--- config.mk ---
export PLATFORM = sky130hd
export DESIGN_NAME = timed_three_wire_latch_writer_top_flat
export DESIGN_NICKNAME = d
export VERILOG_FILES = /design/src/design/ttlw_pkg.sv /design/src/design/ttlw_in_if.sv /design/src/design/ttlw_out_if.sv /design/src/design/timed_three_wire_latch_writer_top.sv /design/src/flat_wrapper.sv
export SDC_FILE = /design/constraint.sdc
export NUM_CORES = 1
export LEC_CHECK = 0
export BUFFER_PORTS_ARGS = -buffer_cell sky130_fd_sc_hd__clkbuf_2
export CAP_MARGIN = 10
export CELL_PAD_IN_SITES_DETAIL_PLACEMENT = 0
export CELL_PAD_IN_SITES_GLOBAL_PLACEMENT = 2
export CORE_AREA = 5 5 130 132
export CTS_CLUSTER_DIAMETER = 80
export DETAILED_ROUTE_END_ITERATION = 10
export DIE_AREA = 0 0 135 137
export GPL_ROUTABILITY_DRIVEN = 0
export PLACE_DENSITY_LB_ADDON = 0.12
export SLEW_MARGIN = 5
export SYNTH_ARGS = -nofsm -noshare
export SYNTH_HDL_FRONTEND = slang
export SYNTH_SLANG_ARGS = --single-unit
export TNS_END_PERCENT = 30
--- constraint.sdc ---
create_clock -name i_clk -period 13 [get_ports i_clk]
set_input_delay 3.25 -clock i_clk [delete_from_list [all_inputs] [get_ports i_clk]]
set_output_delay 3.25 -clock i_clk [all_outputs]
set_load 0.02 [all_outputs]
--- src/design/ttlw_pkg.sv ---
`default_nettype none

package ttlw_pkg;

    // Payload and configuration widths
    localparam int LATCH_WORD_W = 24;
    localparam int CFG_W        = 8;
    localparam int CFG_IDX_W    = 3;
    localparam int BIT_POS_W    = 5;

    // Configuration register indexes
    localparam logic [CFG_IDX_W-1:0] CFG_LE_SETUP  = 3'd0;
    localparam logic [CFG_IDX_W-1:0] CFG_CLK_LOW   = 3'd1;
    localparam logic [CFG_IDX_W-1:0] CFG_CLK_HIGH  = 3'd2;
    localparam logic [CFG_IDX_W-1:0] CFG_CLK_TO_LE = 3'd3;
    localparam logic [CFG_IDX_W-1:0] CFG_LE_PULSE  = 3'd4;

    // Configuration reset values, in samples
    localparam logic [CFG_W-1:0] RST_LE_SETUP  = 8'd2;
    localparam logic [CFG_W-1:0] RST_CLK_LOW   = 8'd5;
    localparam logic [CFG_W-1:0] RST_CLK_HIGH  = 8'd5;
    localparam logic [CFG_W-1:0] RST_CLK_TO_LE = 8'd2;
    localparam logic [CFG_W-1:0] RST_LE_PULSE  = 8'd4;

    typedef struct packed {
        logic [CFG_W-1:0] le_setup;
        logic [CFG_W-1:0] clk_low;
        logic [CFG_W-1:0] clk_high;
        logic [CFG_W-1:0] clk_to_le;
        logic [CFG_W-1:0] le_pulse;
    } t_cfg;

endpackage

`default_nettype wire

--- src/design/ttlw_in_if.sv ---
`default_nettype none

interface ttlw_in_if import ttlw_pkg::*; ();
    logic                    valid;
    logic                    ready;
    logic                    start_req;
    logic [LATCH_WORD_W-1:0] latch_word;

    modport source (output valid, output start_req, output latch_word, input ready);
    modport sink   (input valid, input start_req, input latch_word, output ready);
endinterface

`default_nettype wire

--- src/design/ttlw_out_if.sv ---
`default_nettype none

interface ttlw_out_if;
    logic valid;
    logic ready;
    logic serial_clock;
    logic serial_data;
    logic latch_enable;
    logic busy_res;
    logic done_res;

    modport source (output valid, output serial_clock, output serial_data,
                    output latch_enable, output busy_res, output done_res, input ready);
    modport sink   (input valid, input serial_clock, input serial_data,
                    input latch_enable, input busy_res, input done_res, output ready);
endinterface

`default_nettype wire

--- src/design/timed_three_wire_latch_writer_top.sv ---
// A request's sample appears on o_res in the cycle after it is accepted.
// Throughput: one request per cycle; the phase sequencer advances once per request
// and the single output register passes a new sample every cycle while o_res.ready is high.
// Reset (i_rst_n low, synchronous): sequencer idle, pins low, output empty,
// configuration back to its default sample counts.
`default_nettype none

module timed_three_wire_latch_writer_top
    import ttlw_pkg::*;
#(
    parameter int WORD_BITS = 24
) (
    input  wire                 i_clk,
    input  wire                 i_rst_n,
    ttlw_in_if.sink             i_req,
    ttlw_out_if.source          o_res,
    input  wire                 i_cfg_we,
    input  wire [CFG_IDX_W-1:0] i_cfg_idx,
    input  wire [CFG_W-1:0]     i_cfg_data
);

    typedef enum logic [2:0] {
        PH_IDLE,
        PH_SETUP,
        PH_BIT_LOW,
        PH_BIT_HIGH,
        PH_CLK_TO_LE,
        PH_LE_PULSE
    } t_phase;

    typedef struct packed {
        t_phase               ph;
        logic [BIT_POS_W-1:0] bp;
        logic                 moved;
    } t_pos;

    localparam logic [BIT_POS_W-1:0] BIT_TOP = BIT_POS_W'(WORD_BITS - 1);

    // Length of a phase in samples
    function automatic logic [CFG_W-1:0] phase_len(t_phase ph, t_cfg c);
        logic [CFG_W-1:0] len;
        case (ph)
            PH_SETUP:     len = c.le_setup;
            PH_BIT_LOW:   len = c.clk_low;
            PH_BIT_HIGH:  len = c.clk_high;
            PH_CLK_TO_LE: len = c.clk_to_le;
            PH_LE_PULSE:  len = c.le_pulse;
            default:      len = '0;
        endcase
        return len;
    endfunction

    // Leave a used-up phase and skip all following empty phases in one go
    function automatic t_pos settle(t_phase ph, logic [BIT_POS_W-1:0] bp,
                                    logic [CFG_W-1:0] cnt, t_cfg c);
        t_pos   r;
        t_phase tail;
        logic   zl;
        logic   zh;
        r.ph    = ph;
        r.bp    = bp;
        r.moved = 1'b0;
        zl = (c.clk_low == '0);
        zh = (c.clk_high == '0);
        // first non-empty phase after the bit loop
        if (c.clk_to_le != '0) begin
            tail = PH_CLK_TO_LE;
        end else if (c.le_pulse != '0) begin
            tail = PH_LE_PULSE;
        end else begin
            tail = PH_IDLE;
        end
        if (ph != PH_IDLE && cnt >= phase_len(ph, c)) begin
            r.moved = 1'b1;
            case (ph)
                PH_SETUP: begin
                    r.bp = BIT_TOP;
                    if (!zl) begin
                        r.ph = PH_BIT_LOW;
                    end else if (!zh) begin
                        r.ph = PH_BIT_HIGH;
                    end else begin
                        r.ph = tail;
                    end
                end
                PH_BIT_LOW: begin
                    if (!zh) begin
                        r.ph = PH_BIT_HIGH;
                    end else if (bp != '0 && !zl) begin
                        r.ph = PH_BIT_LOW;
                        r.bp = bp - 1'b1;
                    end else begin
                        r.ph = tail;
                    end
                end
                PH_BIT_HIGH: begin
                    if (bp != '0 && !zl) begin
                        r.ph = PH_BIT_LOW;
                        r.bp = bp - 1'b1;
                    end else if (bp != '0 && !zh) begin
                        r.ph = PH_BIT_HIGH;
                        r.bp = bp - 1'b1;
                    end else begin
                        r.ph = tail;
                    end
                end
                PH_CLK_TO_LE: begin
                    r.ph = (c.le_pulse != '0) ? PH_LE_PULSE : PH_IDLE;
                end
                default: begin
                    r.ph = PH_IDLE;
                end
            endcase
        end
        return r;
    endfunction

    // State
    t_cfg                    r_cfg;
    t_phase                  r_phase,   n_phase;
    logic [BIT_POS_W-1:0]    r_bit_pos, n_bit_pos;
    logic [CFG_W-1:0]        r_count,   n_count;
    logic [LATCH_WORD_W-1:0] r_word,    n_word;
    logic [2:0]              r_pins,    n_pins;   // {le, data, clk}
    logic                    r_res_valid;
    logic                    r_busy,    n_busy;
    logic                    r_done,    n_done;

    logic                    req_acc;
    logic                    active;
    t_pos                    s0;
    t_pos                    s1;
    logic [CFG_W-1:0]        cnt0;
    logic [CFG_W-1:0]        cnt1;
    logic                    data_bit;

    // Accept while the output slot is free or being drained
    assign i_req.ready = !r_res_valid || o_res.ready;
    assign req_acc     = i_req.valid && i_req.ready;

    // One sample tick
    always_comb begin
        active    = (r_phase != PH_IDLE) || i_req.start_req;
        n_word    = r_word;
        n_pins    = r_pins;
        n_busy    = 1'b0;
        data_bit  = 1'b0;
        cnt1      = '0;
        s1        = '0;
        if (r_phase == PH_IDLE) begin
            if (i_req.start_req) begin
                n_word = i_req.latch_word;
                s0     = settle(PH_SETUP, '0, '0, r_cfg);
            end else begin
                s0 = '{ph: r_phase, bp: r_bit_pos, moved: 1'b0};
            end
        end else begin
            s0 = settle(r_phase, r_bit_pos, r_count, r_cfg);
        end
        cnt0   = s0.moved ? '0 : r_count;
        n_done = active && (s0.ph == PH_IDLE);
        n_phase   = s0.ph;
        n_bit_pos = s0.bp;
        n_count   = cnt0;

        if (s0.ph != PH_IDLE) begin
            if (s0.bp < BIT_POS_W'(LATCH_WORD_W)) begin
                data_bit = n_word[s0.bp];
            end
            case (s0.ph)
                PH_BIT_LOW:  n_pins = {1'b0, data_bit, 1'b0};
                PH_BIT_HIGH: n_pins = {1'b0, data_bit, 1'b1};
                PH_LE_PULSE: n_pins = 3'b100;
                default:     n_pins = 3'b000;
            endcase
            n_busy    = 1'b1;
            cnt1      = cnt0 + 1'b1;
            s1        = settle(s0.ph, s0.bp, cnt1, r_cfg);
            n_phase   = s1.ph;
            n_bit_pos = s1.bp;
            n_count   = s1.moved ? '0 : cnt1;
            n_done    = (s1.ph == PH_IDLE);
        end
    end

    // Sequencer state, configuration and output register
    always_ff @(posedge i_clk) begin
        if (!i_rst_n) begin
            r_phase     <= PH_IDLE;
            r_bit_pos   <= '0;
            r_count     <= '0;
            r_word      <= '0;
            r_pins      <= '0;
            r_res_valid <= 1'b0;
            r_busy      <= 1'b0;
            r_done      <= 1'b0;
            r_cfg       <= '{le_setup: RST_LE_SETUP, clk_low: RST_CLK_LOW,
                             clk_high: RST_CLK_HIGH, clk_to_le: RST_CLK_TO_LE,
                             le_pulse: RST_LE_PULSE};
        end else begin
            if (i_cfg_we) begin
                case (i_cfg_idx)
                    CFG_LE_SETUP:  r_cfg.le_setup  <= i_cfg_data;
                    CFG_CLK_LOW:   r_cfg.clk_low   <= i_cfg_data;
                    CFG_CLK_HIGH:  r_cfg.clk_high  <= i_cfg_data;
                    CFG_CLK_TO_LE: r_cfg.clk_to_le <= i_cfg_data;
                    CFG_LE_PULSE:  r_cfg.le_pulse  <= i_cfg_data;
                    default:       ;
                endcase
            end
            if (req_acc) begin
                r_phase   <= n_phase;
                r_bit_pos <= n_bit_pos;
                r_count   <= n_count;
                r_word    <= n_word;
                r_pins    <= n_pins;
                r_busy    <= n_busy;
                r_done    <= n_done;
            end
            if (req_acc) begin
                r_res_valid <= 1'b1;
            end else if (o_res.ready) begin
                r_res_valid <= 1'b0;
            end
        end
    end

    assign o_res.valid        = r_res_valid;
    assign o_res.serial_clock = r_pins[0];
    assign o_res.serial_data  = r_pins[1];
    assign o_res.latch_enable = r_pins[2];
    assign o_res.busy_res     = r_busy;
    assign o_res.done_res     = r_done;

    // Every accepted request yields a sample in the next cycle
    a_req_gives_res: assert property (@(posedge i_clk) disable iff (!i_rst_n)
        req_acc |=> r_res_valid)
        else $error("accepted request produced no result");

    // A finished transfer leaves the sequencer idle
    a_done_idle: assert property (@(posedge i_clk) disable iff (!i_rst_n)
        (req_acc && n_done) |=> (r_phase == PH_IDLE))
        else $error("done reported but sequencer not idle");

    // A tick with neither busy nor done never leaves idle
    a_quiet_idle: assert property (@(posedge i_clk) disable iff (!i_rst_n)
        (req_acc && !n_busy && !n_done) |=> (r_phase == PH_IDLE))
        else $error("sequencer left idle without emitting a sample");

    // Bit position stays within the word during the bit loop
    a_bit_range: assert property (@(posedge i_clk) disable iff (!i_rst_n)
        (r_phase == PH_BIT_LOW || r_phase == PH_BIT_HIGH) |-> (r_bit_pos <= BIT_TOP))
        else $error("bit position out of range");

endmodule

`default_nettype wire
--- src/flat_wrapper.sv ---
// flat-port wrapper written by rule: the top's interface ports become plain ports
module timed_three_wire_latch_writer_top_flat import ttlw_pkg::*;
#(
    parameter int WORD_BITS = 24
)
  (i_clk, i_rst_n, i_cfg_we, i_cfg_idx, i_cfg_data, i_req_valid, i_req_start_req, i_req_latch_word, i_req_ready, o_res_valid, o_res_serial_clock, o_res_serial_data, o_res_latch_enable, o_res_busy_res, o_res_done_res, o_res_ready);
  ttlw_in_if i_req_i ();
  ttlw_out_if o_res_i ();
  input  wire i_clk;
  input  wire i_rst_n;
  input  wire i_cfg_we;
  input  wire [CFG_IDX_W-1:0] i_cfg_idx;
  input  wire [CFG_W-1:0] i_cfg_data;
  input wire logic [$bits(i_req_i.valid)-1:0] i_req_valid;
  input wire logic [$bits(i_req_i.start_req)-1:0] i_req_start_req;
  input wire logic [$bits(i_req_i.latch_word)-1:0] i_req_latch_word;
  output wire logic [$bits(i_req_i.ready)-1:0] i_req_ready;
  output wire logic [$bits(o_res_i.valid)-1:0] o_res_valid;
  output wire logic [$bits(o_res_i.serial_clock)-1:0] o_res_serial_clock;
  output wire logic [$bits(o_res_i.serial_data)-1:0] o_res_serial_data;
  output wire logic [$bits(o_res_i.latch_enable)-1:0] o_res_latch_enable;
  output wire logic [$bits(o_res_i.busy_res)-1:0] o_res_busy_res;
  output wire logic [$bits(o_res_i.done_res)-1:0] o_res_done_res;
  input wire logic [$bits(o_res_i.ready)-1:0] o_res_ready;
  assign i_req_i.valid = i_req_valid;
  assign i_req_i.start_req = i_req_start_req;
  assign i_req_i.latch_word = i_req_latch_word;
  assign i_req_ready = i_req_i.ready;
  assign o_res_valid = o_res_i.valid;
  assign o_res_serial_clock = o_res_i.serial_clock;
  assign o_res_serial_data = o_res_i.serial_data;
  assign o_res_latch_enable = o_res_i.latch_enable;
  assign o_res_busy_res = o_res_i.busy_res;
  assign o_res_done_res = o_res_i.done_res;
  assign o_res_i.ready = o_res_ready;
  timed_three_wire_latch_writer_top #(.WORD_BITS(WORD_BITS)) u_core (.i_clk(i_clk), .i_rst_n(i_rst_n), .i_req(i_req_i), .o_res(o_res_i), .i_cfg_we(i_cfg_we), .i_cfg_idx(i_cfg_idx), .i_cfg_data(i_cfg_data));
endmodule
* Word level (Yosys, flattened, before mapping)
Index checks and enable logic that the tools add are counted.
** Storage, ports and cells
- Bits in registers :: 86
- Logic and storage cells :: 116
** Operators by class
- Add/subtract/negate cells :: 3
- $lt $le $gt $ge :: 5
- Eq/ne operators :: 14
- Mux-type cells :: 49
- Reduce and logical (&&, ||, !) cells :: 32
** Operator list (count)
- one-hot mux 8 bit (5 select lines) :: 2
- 2-to-1 mux 8 bit :: 9
- 2-to-1 mux 9 bit :: 6
- 2-to-1 mux 24 bit :: 2
- 2-to-1 mux 5 bit :: 7
- 2-to-1 mux 3 bit :: 11
- one-hot mux 5 bit (3 select lines) :: 2
- one-hot mux 3 bit (4 select lines) :: 2
- equality test 3 x 2 -> 1 bit (second input constant) :: 6
- >= comparator 8 bit :: 2
- logical NOT 8 bit :: 2
- nonzero test 8 bit :: 2
- equality test 3 bit (second input constant) :: 5
- logical NOT 3 bit :: 4
- AND reduction 2 bit :: 6
- nonzero test 5 bit :: 2
- subtractor 5 x 1 -> 5 bit (second input constant) :: 2
- equality test 3 x 1 -> 1 bit (second input constant) :: 3
- one-hot mux 3 bit (3 select lines) :: 1
- adder 8 x 1 -> 8 bit (second input constant) :: 1
- >= comparator 1 x 8 -> 1 bit (first input constant) :: 1
- logical AND 1 bit :: 8
- less-than comparator 5 x 6 -> 1 bit (second input constant) :: 1
- 2-to-1 mux 1 bit :: 6
- 6 further kinds :: 10

* Longest topological paths before layout
Gate-level depths: netlist (run 1).
- Depth after elaboration :: 17
- Mapped depth :: 28

* Worst setup path before layout (run 1)
OpenSTA, ideal clock, no wires.
- Path kind :: input to register
- Start :: input i_req_start_req
- End :: register u_core.r_bit_pos[2]
- Setup time :: 130 ps
- Arrival :: 7440 ps
- Data required time :: 12870 ps
- Path slack :: 5429 ps
- Cell stages on the path :: 20
- Buffers on the path :: 2
- Cell sequence :: nor4b_1 > nand3_1 > o31a_1 > o211ai_1 > clkbuf_1 > nor2b_1 > clkbuf_1 > a221o_1 > o21ai_0 > ha_1 > a21o_1 > a2111oi_0 > o21ai_0 > o211ai_1 > or2_2 > o21bai_1 > nor2_1 > a211o_1 > nor3_1 > o31ai_1
** Between the ends
- Word-level cells in the longest chain between the ends :: 10
- Elaborated cells on any way between the ends :: 26
- Classes of those cells :: add/sub: 2; order compare: 1; eq/ne: 5; mux: 13; reduce/logical: 5
** Ends and longest elaborated chain
- from (decl) :: line flat_wrapper.sv:15 : input wire logic [$bits(i_req_i.start_req)-1:0] i_req_start_req;
- 2-to-1 mux 9 bit * :: line timed_three_wire_latch_writer_top.sv:151 : if (i_req.start_req) begin
- 2-to-1 mux 9 bit * :: line timed_three_wire_latch_writer_top.sv:150 : if (r_phase == PH_IDLE) begin
- branches (longest 7 deep; another with adder 8 x 1 -> 8 bit)
- 2-to-1 mux 5 bit * :: line timed_three_wire_latch_writer_top.sv:166 : if (s0.ph != PH_IDLE) begin
- to (signal assigned) :: line timed_three_wire_latch_writer_top.sv:213 : r_bit_pos <= n_bit_pos;
- to (decl) :: line timed_three_wire_latch_writer_top.sv:121 : logic [BIT_POS_W-1:0] r_bit_pos, n_bit_pos;
Every way passes the cells marked *. The select of a mux whose other input is x is not followed.
A chain may end at the register's enable or synchronous reset.

* Worst setup path after layout (run 1)
Ends and elaborated chain as after synthesis.

==> out/results.txt, run 1 <==
Final core occ: 41.78%
Routed wire length: 20820 µm
Crit path cell chain: clkbuf_2 -> nor4b_2 -> buf_4 -> nand3_1 -> o31a_1 -> o211ai_1 -> buf_4 -> nor2b_1 -> a221o_1 -> o21ai_0 -> ha_1 -> a21o_1 -> a2111oi_0 -> o21ai_0 -> o211ai_1 -> or2_2 -> o21bai_1 -> nor2_1 -> a211o_1 -> nor3_1 -> o31ai_1
FF-to-FF End: u_core.r_bit_pos[2]
Adder-cell share of the synthesized area: 4.071%
Worst vdd ir: 0.06439 mV
Mux share of post-synthesis cell area: 6.021%
Ys async rst share: 0%
Synth Area in Compound Gates: 27.73%
Syn Inst Count: 795
Top post-synthesis cells by area: dfxtp_1 29%, nand2_1 12%, a21oi_1 8.0%
Post-Synth XOR/XNOR Area: 0.8999%
CTS Buffer Depth: 2
Critical path's top delay family: compound AO/OA/AOI/OAI gates
Worst Path Buf+Inv: 3
Worst path required time: 13210 ps
Setup violations, final: 0
Max-Slew Margin vs Limit: 30.45%
DR vias/cell: 5.943
WL per Instance: 20.08 µm
Leakage: 2.386 nW
Die ar.: 18500 µm²
Largest family of logic cells by synthesized area: compound AO/OA/AOI/OAI gates
Standard-cell rows: 46
Pre-CTS setup slack: 4871 ps
Mapped Nets: 855
Htree depth: 3
Total congestion overflow: 0
Crit end category: register
Share of cells above drive strength 1: 12.79%
DRC: 1
Initial DRC count: 588
CTS Buf Count: 9
Worst Setup Slack, final: 5076 ps
Worst Min Path Start: u_core.r_word[10]
Post-DP HPWL: 15420 µm
FF-to-FF path depth: 25
YS warnings: 0
Layout area overhead: 11.59%
CTS Hold Bufs: 0
Post-synthesis sequential area ratio: 29.48%
Power Density: 173.5 nW/µm²
Synth top cells by count: 192 x nand2_1, 93 x a21oi_1, 86 x dfxtp_1
Largest fanout on the critical path: 16
Critical path class: in -> reg
Synth top area share: 29.48%
Synth Cell Area: 5839 µm²
Via count: 6163
Chip width: 135 µm
Startpoint types: input pin
# resized after CTS: 0
Mean Syn Cell Area: 7.345 µm²
I/O Buffers: 47
Worst R2R Start: u_core.r_phase[2]
Max Cap Violations: 0
CTS tree: yes
Antenna-violating nets left: 0
CTS root buffer: clkbuf_16
Hold path cells: 2
Ports: 48
R2r setup slk: 6060 ps
Critical path data arrival time: 8130 ps
Vias in the first global route: 5750
EDFF count, synth: 0
Initial antenna violation count: 0
Simple logic cell fraction of the synthesized area: 27.34%
Hold Path Sink: u_core.r_word[10]
Die Y: 137 µm
RSZ-0062 raised after global routing: false
Fin crit share: 60.96%
Status: complete, but fails checks
Max-slew violations: 0
CORE AREA: 15600 µm²
Starting Density: 37.44%
Min Tclk post-route: 7924 ps
Largest net degree at the start of global routing: 54
Setup_tns: 0 ps
Slowest CP cell: nor2b_1
Clk slew on worst S/H paths: 70 ps
Slew at the pin closest to its max-slew limit: 1043 ps
Library cells used by synthesis: 73
Fill cells: 1664
Most common cell in the netlist: nand2_1
Postcts setup bufs: 0
Tightest Hold Check Type: reg -> reg
Yosys reg bits: 86
Global Route Usage Sum: 22.50%
Final Hold Viols: 0
Final Skew: 7.595 ps
Failing checks: design-rule violations
First-pass detailed-route iteration total: 8
Clock Latency Late Sink: 340 ps
Fmax achieved: 126.2 MHz
Leading area contributor after synthesis: dfxtp_1
First-pass GRT wire length: 32620 µm
CTS Sinks: 86
Max stage delay on crit path: 560 ps
Antenna Cells: 0
Most used DFF post-synth: dfxtp_1
Final #Nets: 877
[area by class of cell]
cell class | instances | area (µm²) | area share (%)
inverters | 11 | 41.29 | 0.6336
well taps | 216 | 270.3 | 4.147
flip-flops and latches | 86 | 1722 | 26.42
multi-input cells | 648 | 3870 | 59.39
repair buffers | 61 | 340.3 | 5.223
clock inverters | 4 | 30.03 | 0.4608
clock buffers | 11 | 242.7 | 3.725
[worst max-delay path by stage]
stage | to | cells after the start | startpoint | slack [ps]
finish | u_core.r_bit_pos[2] | 21 | i_req_start_req | 5080
global route | u_core.r_bit_pos[2] | 21 | i_req_start_req | 4680
CTS | u_core.r_bit_pos[2] | 21 | i_req_start_req | 5200
detailed placement | u_core.r_bit_pos[2] | 21 | i_req_start_req | 4870
global placement | u_core.r_bit_pos[2] | 21 | i_req_start_req | 5010
floorplan | u_core.r_bit_pos[2] | 20 | i_req_start_req | 5430
[layer usage]
metal / share of wire, % / vias up / track usage, %
met5: 0 / - / 0
met4: 1.6 / 0 / 6.775
met3: 6.7 / 23 / 2.904
met2: 42 / 263 / 32.85
met1: 49 / 2913 / 34.23
li1: - / 2964 / -
[state kept, by name, indices dropped and copies added (netlist names)]
| signal | count |
|---|---|
| u_core.r_pins | 3 |
| u_core.o_res.busy_res | 1 |
| u_core.r_word | 24 |
| u_core.o_res.valid | 1 |
| u_core.r_phase | 3 |
| u_core.r_bit_pos | 5 |
| u_core.r_cfg | 40 |
| u_core.r_count | 8 |
| u_core.o_res.done_res | 1 |
[where the power goes]
part	switching (W)	leakage, nW	internal (W)
combinational	0.000382	1.55	0.000199
sequential	0.0000174	0.699	0.000282
clock	0.000115	0.132	0.000135
total	0.000514	2.39	0.000616
[per-stage QoR]
step / power [W] / hold WS, ps / cell area (µm²) / std cells
finish: 0.001130 / 454.4 / 6516 / 1037
global route: 0.001200 / 476.2 / 6516 / 1037
CTS: 0.001127 / 456.3 / 6516 / 1037
detailed placement: 0.0008719 / 447.4 / 6243 / 1022
floorplan: 0.0007251 / 431.9 / 5839 / 795
global placement: 0.0008745 / 441.3 / 6243 / 1022
[worst reg2reg max path: cells and delay by family, from the launching register on]
kind / cells / cell delay [ps]
adder cells (fa/ha/maj): 2 / 610
buffers and inverters: 4 / 1160
AND/OR/NAND/NOR: 6 / 1570
AO/OA/AOI/OAI: 13 / 3150
flip-flops: 1 / 310
[logic make-up (layout without fill, tap and decap cells)]
logic type,count (synthesis),after routing
AO/OA/AOI/OAI,240,240
AND/OR/NAND/NOR,349,349
adder cells (fa/ha/maj),19,19
buffers and inverters,61,87
XOR/XNOR,6,6
multiplexers,34,34
flip-flops,86,86
[layout by cell type, fill, tap and decap left out, drive strengths merged, types with 6 or more instances in the layout]
cell type / instances
a211oi: 6
mux2: 9
a311oi: 6
clkbuf: 58
nor2: 48
nor2b: 8
a221oi: 9
and3: 7
nor4: 16
a22oi: 8
or4: 7
o21ai: 42
nand3: 31
a31oi: 6
dfxtp: 86
inv: 13
a21oi: 93
o211ai: 11
or2: 6
ha: 19
nor3: 10
nand2: 192
buf: 14
mux2i: 25
a221o: 9
(Power assumes the default switching activity.)
==> run 2, diff against run 1 <==
Settings changed: CORE_AREA 5 5 130 132 to 5 5 142 144, DIE_AREA 0 0 135 137 to 0 0 147 149.
Clock period 13 ns to 6.5 ns, I/O delays scaled along.
==> run 2 against run 1 <==
  * Hold slack gained 0.90 ps
  * The run now ends clean
  * Worst setup slack lost 4600 ps
  * Die area grew 18%
  * Sequential power grew 100%
  * Clock power grew 110%
  * Core utilization shrank 5.9 points
  * Power grew 110%
  * Non-clock buffer count grew 16
  * Sequential share of layout area shrank 0.57 points
  * Register-to-register slack lost 5600 ps
  * Design area grew 2.3%
==> out/results.txt, run 2 (synthesis results as in run 1) <==
Status: finished clean (was complete, but fails checks)
Startpoint types: register (was input pin)
Largest regs: u_core.r_cfg: 40 flops, u_core.r_word: 24 flops, u_core.r_count: 8 flops (unchanged)
Worst R2R Start: u_core.r_phase[0] (was u_core.r_phase[2])
Setup_tns: 0 ps (unchanged)
Worst path required time: 6690 ps (was 13210 ps)
Final Skew: 8.046 ps (was 7.595 ps)
Die Y: 149 µm (was 137 µm)
Largest fanout on the critical path: 15 (was 16)
CTS Buf Count: 9 (unchanged)
Final #Nets: 893 (was 877)
Vias in the first global route: 5886 (was 5750)
I/O Buffers: 47 (unchanged)
Biggest register: u_core.r_cfg (unchanged)
Clk slew on worst S/H paths: 70 ps (about the same)
WL per Instance: 20.57 µm (was 20.08 µm)
Via count: 6113 (was 6163)
Final Hold Viols: 0 (unchanged)
Power Density: 354.3 nW/µm² (was 173.5 nW/µm²)
Leakage: 2.468 nW (was 2.386 nW)
Antenna-violating nets left: 0 (unchanged)
Worst Min Path Start: u_core.r_word[10] (unchanged)
Worst Setup SP: u_core.r_phase[0] (was i_req_start_req)
Initial antenna violation count: 0 (unchanged)
Ports: 48 (unchanged)
Clock Latency Late Sink: 350 ps (was 340 ps)
DRC: 0 (was 1)
CORE AREA: 18580 µm² (was 15600 µm²)
Largest net degree at the start of global routing: 78 (was 54)
Tightest Hold Check Type: reg -> reg (unchanged)
Crit end category: register (unchanged)
Share of cells above drive strength 1: 14.81% (was 12.79%)
Layout area overhead: 14.21% (was 11.59%)
Max reg flops: 40 (unchanged)
Fin crit share: 92.76%
Commonest cells after routing, fill and taps aside: 192 x nand2_1, 93 x a21oi_1, 84 x dfxtp_1 (was 192 x nand2_1, 93 x a21oi_1, 86 x dfxtp_1)
CTS Buffer Depth: 2 (unchanged)
Die ar.: 21900 µm² (was 18500 µm²)
Routed wire length: 22030 µm (was 20820 µm)
Starting Density: 31.43% (was 37.44%)
Min Tclk post-route: 6029 ps
CTS tree: yes (unchanged)
Commonest non-fill, non-tap cell in the layout: nand2_1 (unchanged)
Chip width: 147 µm (was 135 µm)
Total congestion overflow: 0 (unchanged)
CTS Hold Bufs: 0 (unchanged)
First-pass GRT wire length: 34310 µm (was 32620 µm)
CTS Sinks: 86 (unchanged)
RSZ-0062 raised after global routing: false (unchanged)
Slew at the pin closest to its max-slew limit: 928.1 ps (was 1043 ps)
Post-DP HPWL: 16440 µm (was 15420 µm)
Antenna Cells: 0 (unchanged)
DR vias/cell: 5.708 (was 5.943)
Max-Slew Margin vs Limit: 37.56% (was 30.45%)
CTS root buffer: clkbuf_16 (unchanged)
Max Cap Violations: 0 (unchanged)
Htree depth: 3 (unchanged)
Standard-cell rows: 50 (was 46)
Critical path data arrival time: 6220 ps (was 8130 ps)
Fmax achieved: 165.9 MHz
Initial DRC count: 378 (was 588)
Worst hold margin: 455.3 ps (was 454.4 ps)
Max-slew violations: 0 (unchanged)
Fill cells: 2020 (was 1664)
Final core occ: 35.89% (was 41.78%)
Worst vdd ir: 0.1522 mV (was 0.06439 mV)
Setup violations, final: 0 (unchanged)
Critical path class: reg -> reg (was in -> reg)
Global Route Usage Sum: 19.88% (was 22.50%)
First-pass detailed-route iteration total: 5 (was 8)
## run 2: cell types whose count changed in the layout (fill, tap and decap cells not counted), sizes merged
cell,previous run,this run
clkbuf,58,57
inv,13,14
buf,14,30
## run 2: power by group
group          internal [W]  total [W]  switching, W  leakage (nW)
combinational      0.000450    0.00124      0.000785          1.63
clock              0.000273   0.000514      0.000241         0.137
sequential         0.000565   0.000614     0.0000486         0.700
## run 2: stage by stage
stage	area, µm²	total power [W]	std cells	worst slack (ps)
after detailed placement	6386	0.001840	1056	320.5
after CTS	6666	0.002365	1071	391.7
final	6669	0.002363	1071	470.7
after global placement	6386	0.001849	1056	424.2
after global routing	6669	0.002513	1071	53.46
after floorplan	5839	0.001450	795	273.4
## run 2: area by class of cell
type,count,area [µm²],area share (%)
Sequential cell,86,1724,25.85
Tap cell,234,292.8,4.390
Inverter,11,41.29,0.6191
Multi-Input combinational cell,648,3870,58.03
Clock buffer,10,239.0,3.583
Clock inverter,5,41.29,0.6191
Timing Repair Buffer,77,460.4,6.904
## run 2: path summary, 6_finish.rpt
path / slack (ps) / cells past startpoint / to
worst max-delay path: 470 / 23 / u_core.r_bit_pos[2]
worst max register to register: 470 / 23 / u_core.r_bit_pos[2]
worst min-delay path: 460 / 2 / u_core.r_word[10]
worst min register to register: 460 / 2 / u_core.r_word[10]
## run 2: what timing repair did
action / 4_1_cts / 5_1_grt
endpoints found under the setup margin: 0 / 3
resized for setup: 0 / 2
setup buffers: 0 / 0
## run 2: routing by layer
layer,part of all wire [%],global-route usage (%),vias to the layer above
met5,0,0,-
met3,6.3,3.434,26
met1,50,30.10,2879
met2,41,28.19,215
met4,1.9,6.710,0
li1,-,-,2993
## run 2: critical path: stages, from the launching register on
cell and delay (ps):
dfxtp_2 510, buf_4 210, mux2_2 340, a21oi_1 170, ha_1 270, a211o_1 320
a21oi_1 340, o211ai_1 170, o211ai_1 150, buf_4 290, mux2i_1 220, o21ai_0 110
o21ai_0 270, ha_1 310, a21o_1 180, a2111oi_0 380, o21ai_0 140, o211ai_1 240
or2_2 220, o21bai_1 310, nor2_1 170, a211o_1 310, nor3_1 150, o31ai_1 90
==> run 3, diff against run 2 <==
Settings changed: MAX_ROUTING_LAYER set to met4.
==> run 3 against run 2 <==
  * Sequential cell count unchanged
  * Cell count unchanged
  * Fmax up 0.36%
  * Register-to-register slack better by 20 ps
  * Core utilization unchanged
  * Critical path type unchanged
  * Via count rose by 0.54%
  * First-iteration DRC count down 1.3%
==> out/results.txt, run 3 (synthesis results as in run 1) <==
Status: finished clean (unchanged)
Critical path class: reg -> reg (unchanged)
Antenna-violating nets left: 0 (unchanged)
Leakage: 2.468 nW (unchanged)
R2r setup slk: 490 ps (was 470 ps)
Max Cap Violations: 0 (unchanged)
Worst path required time: 6700 ps (was 6690 ps)
Critical path data arrival time: 6200 ps (was 6220 ps)
Setup_tns: 0 ps (unchanged)
Ports: 48 (unchanged)
Routed wire length: 21990 µm (was 22030 µm)
Final #Nets: 893 (unchanged)
Max-Slew Margin vs Limit: 37.37% (was 37.56%)
CTS root buffer: clkbuf_16 (unchanged)
Initial antenna violation count: 0 (unchanged)
Clock share of power: 21.8% (was 21.7%)
Chip width: 147 µm (unchanged)
RSZ-0062 raised after global routing: false (unchanged)
Clk slew on worst S/H paths: 70 ps (about the same)
WL per Instance: 20.53 µm (was 20.57 µm)
Crit end category: register (unchanged)
Initial DRC count: 373 (was 378)
Placed inst area: 6386 µm² (unchanged)
Htree depth: 3 (unchanged)
Die ar.: 21900 µm² (unchanged)
CTS Hold Bufs: 0 (unchanged)
Total congestion overflow: 0 (unchanged)
Largest net degree at the start of global routing: 78 (unchanged)
Commonest non-fill, non-tap cell in the layout: nand2_1 (unchanged)
Comb power frac: 52.2% (was 52.3%)
Power Density: 354.1 nW/µm² (was 354.3 nW/µm²)
# resized after CTS: 0 (unchanged)
Final total power: 0.002362 W (was 0.002363 W)
Largest fanout on the critical path: 15 (unchanged)
Layout area overhead: 14.21% (unchanged)
Fill cells: 2020 (unchanged)
CTS tree: yes (unchanged)
Final Hold Viols: 0 (unchanged)
CTS Sinks: 86 (unchanged)
Setup violations, final: 0 (unchanged)
Critical path's top delay family: compound AO/OA/AOI/OAI gates (unchanged)
DR vias/cell: 5.739 (was 5.708)
CTS Buffer Depth: 2 (unchanged)
CORE AREA: 18580 µm² (unchanged)
Die Y: 149 µm (unchanged)
Biggest register: u_core.r_cfg (unchanged)
Min Tclk post-route: 6008 ps (was 6029 ps)
Global Route Usage Sum: 20.45% (was 19.88%)
Fin crit share: 92.43% (was 92.76%)
Clock Latency Late Sink: 350 ps (about the same)
Tightest Hold Check Type: reg -> reg (unchanged)
Starting Density: 31.43% (unchanged)
Worst vdd ir: 0.1539 mV (was 0.1522 mV)
Crit path cell chain: buf_4 -> mux2_2 -> a21oi_1 -> ha_1 -> a211o_1 -> a21oi_1 -> o211ai_1 -> o211ai_1 -> buf_4 -> nor2b_1 -> buf_4 -> a221oi_1 -> a21oi_1 -> ha_1 -> nand2b_1 -> a211oi_1 -> o21ai_0 -> o211ai_1 -> or2_2 -> o21bai_1 -> nor2_1 -> a211o_1 -> nor3_1 -> o31ai_1 (was buf_4 -> mux2_2 -> a21oi_1 -> ha_1 -> a211o_1 -> a21oi_1 -> o211ai_1 -> o211ai_1 -> buf_4 -> mux2i_1 -> o21ai_0 -> o21ai_0 -> ha_1 -> a21o_1 -> a2111oi_0 -> o21ai_0 -> o211ai_1 -> or2_2 -> o21bai_1 -> nor2_1 -> a211o_1 -> nor3_1 -> o31ai_1)
Postcts setup bufs: 0 (unchanged)
Max-slew violations: 0 (unchanged)
First-pass detailed-route iteration total: 5 (unchanged)
Commonest cells after routing, fill and taps aside: 192 x nand2_1, 93 x a21oi_1, 84 x dfxtp_1 (unchanged)
Final Instance Area: 6669 µm² (unchanged)
Sequential power share: 26.0% (about the same)
Share of cells above drive strength 1: 14.81% (unchanged)
Slew at the pin closest to its max-slew limit: 930.8 ps (was 928.1 ps)
I/O Buffers: 47 (unchanged)
CTS Buf Count: 9 (unchanged)
Final Skew: 7.904 ps (was 8.046 ps)
Multi-input logic area: 3870 µm² (unchanged)
Sw frac: 45.46% (was 45.48%)
Post-DP HPWL: 16440 µm (unchanged)
Largest regs: u_core.r_cfg: 40 flops, u_core.r_word: 24 flops, u_core.r_count: 8 flops (unchanged)
Worst Path Buf+Inv: 3 (was 2)
Max stage delay on crit path: 510 ps (about the same)
Max reg flops: 40 (unchanged)
DRC: 0 (unchanged)
Fmax achieved: 166.5 MHz (was 165.9 MHz)
Via count: 6146 (was 6113)
First-pass GRT wire length: 34310 µm (unchanged)
Vias in the first global route: 5894 (was 5886)
Storage cell area: 1724 µm² (unchanged)
Slowest CP cell: dfxtp_2 (unchanged)
Sw Pwr: 0.001074 W (was 0.001075 W)
Internal: 0.001288 W (about the same)
Startpoint types: register (unchanged)
Standard-cell rows: 50 (unchanged)
Antenna Cells: 0 (unchanged)
==> run 3: stage by stage <==
stage	worst slack, ps	cells	hold WS, ps	utilization [%]
after floorplan	273.4	795	431.9	-
after global placement	424.2	1056	437.0	34.37
final	492.2	1071	454.5	35.89
after CTS	391.7	1071	455.8	35.88
after detailed placement	320.5	1056	446.6	34.37
after global routing	53.44	1071	473.4	35.89
==> run 3: worst reg2reg max path: stages, from the launching register on <==
cell and delay (ps):
dfxtp_2 510, buf_4 220, mux2_2 330, a21oi_1 170
ha_1 270, a211o_1 320, a21oi_1 350, o211ai_1 170
o211ai_1 150, buf_4 290, nor2b_1 210, buf_4 190
a221oi_1 90, a21oi_1 300, ha_1 290, nand2b_1 160
a211oi_1 260, o21ai_0 120, o211ai_1 230, or2_2 210
o21bai_1 300, nor2_1 170, a211o_1 310, nor3_1 150
o31ai_1 90
==> run 3: metal layers <==
metal  vias up  routed length [µm]  GRT usage, %
li1       2992                   -             -
met1      2880               11010         30.22
met2       245                9059         28.16
met3        29                1498         3.251
met4         0                 422         6.710
met5         -                   0             -
==> run 3: area by class of cell <==
class / instances / area share [%]
clock buffers: 10 / 3.583
clock inverters: 5 / 0.6191
inverters: 11 / 0.6191
multi-input cells: 648 / 58.03
flip-flops and latches: 86 / 25.85
well taps: 234 / 4.390
repair buffers: 77 / 6.904
==> run 3: power by group through the flow <==
| stage | clock network [W] | registers [W] | logic [W] |
|---|---|---|---|
| 3_5_place_dp | 0 | 0.000625 | 0.00122 |
| 3_3_place_gp | 0 | 0.000624 | 0.00122 |
| 2_1_floorplan | 0 | 0.000607 | 0.000843 |
| 4_1_cts | 0.000532 | 0.000612 | 0.00122 |
| 5_1_grt | 0.000549 | 0.000620 | 0.00134 |
| 6_report | 0.000514 | 0.000615 | 0.00123 |
==> run 3: final timing paths <==
check,depth (start not counted),startpoint,end
min,2,u_core.r_word[5],u_core.r_word[5]
max,24,u_core.r_phase[0],u_core.r_bit_pos[2]
max reg2reg,24,u_core.r_phase[0],u_core.r_bit_pos[2]
min reg2reg,2,u_core.r_word[5],u_core.r_word[5]
